==> config.mk <==
export PLATFORM = sky130hd
export DESIGN_NAME = bgsp_ctrl
export DESIGN_NICKNAME = d
export VERILOG_FILES = /design/src/rtl/bgsp_pkg.sv /design/src/rtl/bgsp_ctrl.sv
export SDC_FILE = /design/constraint.sdc
export NUM_CORES = 1
export LEC_CHECK = 0
export BUFFER_PORTS_ARGS = -buffer_cell sky130_fd_sc_hd__buf_2
export CAP_MARGIN = 20
export CORE_AREA = 3 3 40 42
export DETAILED_ROUTE_END_ITERATION = 6
export DIE_AREA = 0 0 43 45
export MAX_ROUTING_LAYER = met4
export PLACE_DENSITY = 0.63
export SLEW_MARGIN = 0
export SYNTH_ARGS = -nofsm -noshare
export SYNTH_HDL_FRONTEND = slang
export SYNTH_SLANG_ARGS = --single-unit
==> constraint.sdc <==
create_clock -name clk -period 1.3 [get_ports clk]
set_input_delay 0.39 -clock clk [delete_from_list [all_inputs] [get_ports clk]]
set_output_delay 0.39 -clock clk [all_outputs]
set_load 0.01 [all_outputs]
==> src/rtl/bgsp_pkg.sv <==
// Shared constants, types and a helper function of the beat gated sample player.
package bgsp_pkg;

  localparam int MEM_DEPTH    = 16384;
  localparam int SAMPLE_WIDTH = 16;
  localparam int ADDR_W       = $clog2(MEM_DEPTH);

  localparam int IN_ADDR_W  = 14;
  localparam int AUDIO_W    = 16;
  localparam int POS_W      = 18;
  localparam int CYC_W      = POS_W + 1;
  localparam int STEP_W     = 32;
  localparam int CNT_W      = 15;
  localparam int GAIN_W     = 16;
  localparam int FRAC_W     = 16;
  localparam int IDX_W      = POS_W + STEP_W;
  localparam int LIM_CNT_W  = 17;
  localparam int LIM_W      = LIM_CNT_W + FRAC_W;
  localparam int ENV_W      = 17;
  localparam int ENV_PROD_W = LIM_W + GAIN_W;

  localparam int DIV_W     = CYC_W;
  localparam int DIV_CNT_W = $clog2(DIV_W);

  localparam int CFG_IDX_W  = 3;
  localparam int CFG_DATA_W = 32;

  localparam int VW = SAMPLE_WIDTH + 19;
  localparam int PW = VW + ENV_W + 1;
  localparam int PE = PW + 1;
  localparam int SH = FRAC_W + SAMPLE_WIDTH;

  localparam logic signed [PE-1:0] SAT_HI = PE'(32767);
  localparam logic signed [PE-1:0] SAT_LO = -(PE'(32768));

  localparam logic [CYC_W-1:0] CYC_ZERO_LEN = CYC_W'(262144);
  localparam logic [ENV_W-1:0] ENV_ONE      = ENV_W'(65536);

  typedef logic [1:0] bgsp_mode_t;
  localparam bgsp_mode_t MODE_LOAD   = 2'd0;
  localparam bgsp_mode_t MODE_RENDER = 2'd1;
  localparam bgsp_mode_t MODE_SETPOS = 2'd2;

  localparam logic [CFG_IDX_W-1:0] CFG_SAMPLE_COUNT = 3'd0;
  localparam logic [CFG_IDX_W-1:0] CFG_CYCLE_LENGTH = 3'd1;
  localparam logic [CFG_IDX_W-1:0] CFG_SLOT_START   = 3'd2;
  localparam logic [CFG_IDX_W-1:0] CFG_SLOT_LENGTH  = 3'd3;
  localparam logic [CFG_IDX_W-1:0] CFG_STEP         = 3'd4;
  localparam logic [CFG_IDX_W-1:0] CFG_FADE_LENGTH  = 3'd5;
  localparam logic [CFG_IDX_W-1:0] CFG_FADE_GAIN    = 3'd6;

  typedef struct packed {
    logic load_wr;
    logic set_pos;
    logic start_send;
    logic start_pos;
    logic store_send;
    logic store_pos;
    logic render_chk;
    logic mul;
    logic idx;
    logic rd1;
    logic interp;
    logic prod;
    logic out_load;
  } bgsp_cmd_t;

  typedef struct packed {
    logic send_ok;
    logic bp_ge_cyc;
    logic mod_done;
    logic out_free;
  } bgsp_stat_t;

  localparam int SCL_L = (SAMPLE_WIDTH >= 16) ? SAMPLE_WIDTH - 16 : 0;
  localparam int SCL_R = (SAMPLE_WIDTH >= 16) ? 0 : 16 - SAMPLE_WIDTH;

  // Q1.15 word to store width: left shift, or floor right shift
  function automatic logic signed [SAMPLE_WIDTH-1:0] scale_in(input logic signed [15:0] v);
    logic signed [SAMPLE_WIDTH+15:0] w;
    w = (SAMPLE_WIDTH+16)'(v);
    w = (w <<< SCL_L) >>> SCL_R;
    return w[SAMPLE_WIDTH-1:0];
  endfunction

endpackage

==> src/rtl/bgsp_ctrl.sv <==
// Controller state machine: sequences load, set position and render items.
module bgsp_ctrl import bgsp_pkg::*; (
  input  logic       clk,
  input  logic       rst_n,
  input  logic       in_valid,
  output logic       in_ready,
  input  bgsp_mode_t in_mode,
  input  bgsp_stat_t stat,
  output bgsp_cmd_t  cmd
);

  localparam logic [3:0] S_IDLE  = 4'd0;
  localparam logic [3:0] S_CHK   = 4'd1;
  localparam logic [3:0] S_MSEND = 4'd2;
  localparam logic [3:0] S_MPOS  = 4'd3;
  localparam logic [3:0] S_MUL   = 4'd4;
  localparam logic [3:0] S_IDX   = 4'd5;
  localparam logic [3:0] S_RD1   = 4'd6;
  localparam logic [3:0] S_INT   = 4'd7;
  localparam logic [3:0] S_PRD   = 4'd8;
  localparam logic [3:0] S_OUT   = 4'd9;

  logic [3:0] state_r, state_nxt;
  logic       accept;

  assign in_ready = (state_r == S_IDLE);
  assign accept   = in_valid && in_ready;

  always_comb begin
    cmd       = '0;
    state_nxt = state_r;
    unique case (state_r)
      S_IDLE: begin
        cmd.load_wr = accept && (in_mode == MODE_LOAD);
        cmd.set_pos = accept && (in_mode == MODE_SETPOS);
        if (accept && in_mode == MODE_RENDER) begin
          state_nxt = S_CHK;
        end
      end
      S_CHK: begin
        // refresh the wrapped window end, then bring the position into the cycle
        priority if (!stat.send_ok) begin
          cmd.start_send = 1'b1;
          state_nxt      = S_MSEND;
        end else if (stat.bp_ge_cyc) begin
          cmd.start_pos = 1'b1;
          state_nxt     = S_MPOS;
        end else begin
          cmd.render_chk = 1'b1;
          state_nxt      = S_MUL;
        end
      end
      S_MSEND: begin
        if (stat.mod_done) begin
          cmd.store_send = 1'b1;
          state_nxt      = S_CHK;
        end
      end
      S_MPOS: begin
        if (stat.mod_done) begin
          cmd.store_pos = 1'b1;
          state_nxt     = S_CHK;
        end
      end
      S_MUL: begin
        cmd.mul   = 1'b1;
        state_nxt = S_IDX;
      end
      S_IDX: begin
        cmd.idx   = 1'b1;
        state_nxt = S_RD1;
      end
      S_RD1: begin
        cmd.rd1   = 1'b1;
        state_nxt = S_INT;
      end
      S_INT: begin
        cmd.interp = 1'b1;
        state_nxt  = S_PRD;
      end
      S_PRD: begin
        cmd.prod  = 1'b1;
        state_nxt = S_OUT;
      end
      S_OUT: begin
        if (stat.out_free) begin
          cmd.out_load = 1'b1;
          state_nxt    = S_IDLE;
        end
      end
      default: state_nxt = S_IDLE;
    endcase
  end

  always_ff @(posedge clk) begin
    if (!rst_n) begin
      state_r <= S_IDLE;
    end else begin
      state_r <= state_nxt;
    end
  end

endmodule

==> results.json, run 1 <==
{
  "tightestPinTransition_ns": 0.2410,
  "netlist_instances": 53,
  "grt_antenna_before_repair": 0,
  "intPower_w": 0.0004271,
  "routedWlPerCell_um": 14.53,
  "grt_pass1_wl_um": 2622,
  "clock_skew_ns": 0.01275,
  "finalNetCount": 111,
  "critPathMaxFanout": 4,
  "synth_cell_type_count": 28,
  "critPathKind": "reg2out",
  "insertion_delay_ns": 0.25,
  "route.vias.total": 605,
  "hold_class": "in2reg",
  "grt_max_degree": 7,
  "syn-num-nets": 62,
  "power_density_nw_per_um2": 720.0,
  "async_flop_share_pct": 0,
  "end_kind": "output port",
  "largestRegisters": "state_r x4",
  "synth_common_cells": "nand2_1 (8), nor2_1 (6), dfxtp_1 (4), nand3_1 (3), nor3b_1 (3)",
  "ys_seq_elements": 4,
  "rsz0062_at_grt": "yes",
  "synth_largest_area_cell": "dfxtp_1",
  "maxCapViolations": 0,
  "cts_buffer_depth": 2,
  "fin_crit_sh_pct": 128.1,
  "fp-row-count": 13,
  "crit_arrival_ns": 1.27,
  "dpl.cell_count": 96,
  "regMostFlops": "state_r",
  "start_util_pct": 31.55,
  "syn_avg_cell_area_um2": 7.649,
  "fin_cells": 115,
  "syn_to_final_growth_pct": 125.6,
  "route.detailed.drc": 0,
  "synth-edff-count": 0,
  "yosysTopAreaCellShare_pct": 19.75,
  "port_buffers": 22,
  "fin_util_pct": 71.18,
  "min-delay-start": "rst_n",
  "cts-root-buf": "clkbuf_4",
  "drive_gt1_share_pct": 79.00,
  "finalWorstSetupSlack_ns": -0.3647,
  "final.min_clock_period_ns": 1.665,
  "total_power_w": 0.0006585,
  "clk_pin_slew_ns": 0.03,
  "required_ns": 0.91,
  "globalplace.congestion": 0.8376,
  "synth-seq-area-share_pct": 19.75,
  "setup_viol": 16,
  "yosysWarnings": 0,
  "htreeDepth": 1,
  "yosysMostFrequentCell": "nand2_1",
  "hold_buffers": 0,
  "cts.sinks": 4,
  "pwr-share-clk_pct": 24.5,
  "largest_register_ffs": 4,
  "grt-ovfl-total": 0,
  "grt_pass1_vias": 599,
  "grt_usage_pct": 18.52,
  "leakage_nw": 0.4283,
  "yosys-top-cells-area": "dfxtp_1 (20%), nand2_1 (7.4%), buf_6 (5.6%), nor2_1 (5.6%), nor3b_1 (5.6%)",
  "cts_buffers": 3,
  "switching_power_w": 0.0002314,
  "ff2ff_path_depth": 5,
  "p_sw_share_pct": 35.14,
  "vdd.ir_drop.worst_v": 0.0008363,
  "p_seq_share_pct": 23.2,
  "holdPathStages": 3,
  "die_y_um": 45,
  "first_iter_violations": 8,
  "ys.flop_type": "dfxtp_1",
  "p_comb_share_pct": 52.3,
  "ant_nets": 0,
  "core-area_um2": 1285,
  "crit_path_start_kind": "flop",
  "first_pass_iters": 4,
  "place_worst_setup_slack_ns": -0.1607,
  "die_w_um": 43,
  "hold_viol_final": 0,
  "num_antenna_cells": 0,
  "hpwl_um": 968,
  "netlist_area_um2": 405.4,
  "die_area_um2": 1935,
  "crit_path_start": "state_r[0]$_SDFFE_PN0P_",
  "status": "finished with violations",
  "violations": "setup timing",
  "wl_um": 1671,
  "slew_headroom_pct": 83.82,
  "ios": 23,
  "slew_violations": 0,
  "fmax_ghz": 0.6007,
  "viasPerCell": 5.261,
  "cts_tree": "yes",
  "worstReg2RegStart": "state_r[1]$_SDFFE_PN0P_"
}
==> layout make-up <==
cell class                 instances  area [µm²]
clock buffer                       3       22.52
fill                              96       370.4
inverter                           1       3.754
multi-input combinational         44       417.9
sequential                         4       95.09
tap                               15       18.77
timing repair buffer              48       356.6
==> path summary, 6_finish.rpt <==
check                                          endpoint  slack (ns)
worst max register to register  state_r[0]$_SDFFE_PN0P_       -0.08
worst min-delay path            state_r[3]$_SDFFE_PN0P_        0.44
worst min register to register  state_r[1]$_SDFFE_PN0P_        0.67
worst max-delay path                             cmd[0]       -0.36
==> routing by layer <==
metal | up-vias | track usage, % | share of wire, %
met5 | - | - | 0
met4 | 0 | 3.614 | 0.60
met3 | 2 | 5.179 | 5.1
met2 | 16 | 32.93 | 54
met1 | 299 | 20.96 | 40
li1 | 288 | - | -
==> metrics by stage <==
step / hold slack (ns) / cell area, µm² / TNS [ns]
3_5_place_dp: 0.5319 / 593.1 / -1.281
2_1_floorplan: 0.5118 / 430.4 / -0.4029
6_report: 0.4363 / 914.6 / -4.179
5_1_grt: 0.4430 / 914.6 / -5.113
3_3_place_gp: 0.5201 / 593.1 / -1.127
4_1_cts: 0.4247 / 813.3 / -3.429
==> repair_timing <==
action	in CTS	in global routing
pin swaps	9	10
gates resized for setup	28	13
setup buffers	11	6
endpoints found under the setup margin	16	16
==> power by group through the flow <==
| stage | combinational (W) | clock, W | sequential [W] |
|---|---|---|---|
| floorplan | 0.000130 | 0 | 0.000150 |
| global placement | 0.000202 | 0 | 0.000157 |
| detailed placement | 0.000204 | 0 | 0.000158 |
| CTS | 0.000287 | 0.000160 | 0.000152 |
| global route | 0.000369 | 0.000186 | 0.000154 |
| finish | 0.000345 | 0.000161 | 0.000153 |
==> critical path, cell delays in order, from the launching register on <==
cell and delay (ns):
dfxtp_4 0.35, buf_4 0.14, and2b_2 0.23, and4b_1 0.18, buf_2 0.13
==> cell usage in the layout, fill, tap and decap left out, types with 2 or more instances in the layout <==
cell type / count
buf_4: 19
dfxtp_4: 4
buf_6: 11
nand2_1: 5
nand2_4: 2
buf_2: 18
nand3_2: 2
clkbuf_4: 3
a21oi_1: 2
nor2_4: 2
o21a_1: 2
and4b_1: 2
o31ai_2: 2
nor2_2: 3
nor3b_2: 2
==> cell families after synthesis <==
family / synth area share, %
flops: 19.75
compound gates: 20.06
buf+inv: 9.566
mux: 2.469
simple gates: 48.15
No activity file was read; power rests on OpenSTA's default activity.
==> inputs of run 2 (changes only) <==
Settings changed: BUFFER_PORTS_ARGS -buffer_cell sky130_fd_sc_hd__buf_2 to not set, DONT_BUFFER_PORTS set to 1, PLACE_DENSITY 0.63 to 0.48, SETUP_SLACK_MARGIN set to 0.05.
==> run 2 against run 1 <==
Effect of this change:
- the flow still finishes with violations (setup timing)
- first-iteration DRC count up 25%
- non-clock buffer count is 28 lower
- cell count is 24% lower
- critical path type unchanged
- highest routed layer is now met3
==> results.json, run 2 (synthesis results as in run 1) <==
{
  "status": "finished with violations",
  "violations": "setup timing",
  "pwr-share-clk_pct": 27.2,
  "core-area_um2": 1285,
  "critPathKind": "reg2out",
  "grt-ovfl-total": 0,
  "leakage_nw": 0.2924,
  "maxCapViolations": 0,
  "fin_util_pct": 55.79,
  "cp-endpoint": "cmd[12]",
  "fmax_ghz": 0.6398,
  "crit_slowest_cell": "dfxtp_4",
  "largest_register_ffs": 4,
  "cpLargestDelayFamily": "simple AND/OR/NAND/NOR gates",
  "r2r_setup_slack_ns": 0,
  "route.vias.total": 452,
  "hpwl_um": 904.1,
  "ios": 23,
  "ant_nets": 0,
  "finalWorstSetupSlack_ns": -0.2630,
  "clock_skew_ns": 0.003773,
  "switching_power_w": 0.0001872,
  "fin_crit_sh_pct": 120.2,
  "largestRegisters": "state_r x4",
  "crit_path_start_kind": "flop",
  "p_seq_share_pct": 27.1,
  "first_iter_violations": 10,
  "grt_usage_pct": 13.29,
  "total_power_w": 0.0005649,
  "insertion_delay_ns": 0.23,
  "die_y_um": 45,
  "cts.sinks": 4,
  "cts_tree": "yes",
  "intPower_w": 0.0003777,
  "htreeDepth": 1,
  "fin_cells": 87,
  "fp-row-count": 13,
  "hold_viol_final": 0,
  "cts_buffers": 3,
  "hold_class": "in2reg",
  "max_stage_delay_ns": 0.36,
  "vdd.ir_drop.worst_v": 0.0006896,
  "r2r-end": "state_r[0]$_SDFFE_PN0P_",
  "hold_ws_ns": 0.2816,
  "drive_gt1_share_pct": 65.28,
  "ff2ff_path_depth": 7,
  "routedWlPerCell_um": 13.67,
  "grt_max_degree": 8,
  "layout_commonest_cell": "buf_4",
  "die_w_um": 43,
  "hold_buffers": 0,
  "grt_antenna_before_repair": 0,
  "globalplace.congestion": 0.8014,
  "slew_violations": 0,
  "die_area_um2": 1935,
  "start_util_pct": 31.55,
  "clk_pin_slew_ns": 0.04,
  "syn_to_final_growth_pct": 76.85,
  "finalNetCount": 83,
  "grt_pass1_vias": 426,
  "power_density_nw_per_um2": 788.0,
  "p_comb_share_pct": 45.7,
  "route.detailed.drc": 0,
  "cts_buffer_depth": 2,
  "rsz0062_at_grt": "yes",
  "required_ns": 0.91,
  "port_buffers": 0,
  "worstReg2RegStart": "state_r[0]$_SDFFE_PN0P_",
  "fin_area_um2": 716.9,
  "worst-path-buf-inv": 0,
  "wl_um": 1189,
  "viasPerCell": 5.195,
  "num_antenna_cells": 0,
  "critPathMaxFanout": 5,
  "crit_arrival_ns": 1.17,
  "slew_headroom_pct": 84.94,
  "cts-root-buf": "clkbuf_4",
  "tightestPinTransition_ns": 0.2243,
  "setup_viol": 15,
  "grt_pass1_wl_um": 1897,
  "dpl.cell_count": 80,
  "end_kind": "output port",
  "regMostFlops": "state_r",
  "p_sw_share_pct": 33.14,
  "path_depth": 2,
  "crit_chain": "nor4_4 -> and4bb_2",
  "final.min_clock_period_ns": 1.563,
  "final_cell_mix": "buf_4 (14), nor2_4 (6), nand2_1 (5), buf_6 (5), dfxtp_4 (4)",
  "place_area_um2": 543.0,
  "first_pass_iters": 4,
  "crit_path_start": "state_r[0]$_SDFFE_PN0P_"
}
==> run 2: stage by stage <==
stage	setup TNS [ns]	setup WS [ns]
4_1_cts	-2.662	-0.2744
3_5_place_dp	-0.2699	-0.06462
6_report	-2.787	-0.2630
2_1_floorplan	-0.4260	-0.09002
3_3_place_gp	-0.2176	-0.1115
5_1_grt	-3.762	-0.3278
==> run 2: metal layers <==
layer / wire (µm) / up-vias / track usage (%)
li1: - / 231 / -
met3: 78 / 0 / 5.578
met1: 472 / 209 / 16.14
met4: 0 / 0 / 0
met2: 637 / 12 / 22.16
met5: 0 / - / -
==> run 2: timing repair <==
action / CTS / global route
resized for setup: 26 / 6
setup buffers: 1 / 3
setup endpoints to repair: 15 / 16
pin swaps: 9 / 4
==> run 2: worst min-delay path by stage <==
| stage | startpoint | end | cells after the start |
|---|---|---|---|
| 2_1_floorplan | rst_n | state_r[3]$_SDFFE_PN0P_ | 2 |
| 3_3_place_gp | rst_n | state_r[3]$_SDFFE_PN0P_ | 2 |
| 3_5_place_dp | rst_n | state_r[3]$_SDFFE_PN0P_ | 2 |
| 4_1_cts | rst_n | state_r[3]$_SDFFE_PN0P_ | 2 |
| 5_1_grt | rst_n | state_r[3]$_SDFFE_PN0P_ | 2 |
| 6_report | rst_n | state_r[3]$_SDFFE_PN0P_ | 2 |
==> run 2: power by group through the flow <==
stage | sequential, W | combinational, W | clock [W]
floorplan | 0.000150 | 0.000131 | 0
global placement | 0.000155 | 0.000195 | 0
CTS | 0.000153 | 0.000229 | 0.000157
global route | 0.000156 | 0.000281 | 0.000171
detailed placement | 0.000155 | 0.000196 | 0
finish | 0.000153 | 0.000258 | 0.000154
==> run 2: final cells by class <==
cell class | instances | area, µm²
Clock buffer | 3 | 22.52
Sequential cell | 4 | 95.09
Multi-Input combinational cell | 44 | 395.4
Tap cell | 15 | 18.77
Fill cell | 127 | 568.0
Timing Repair Buffer | 20 | 181.4
Inverter | 1 | 3.754
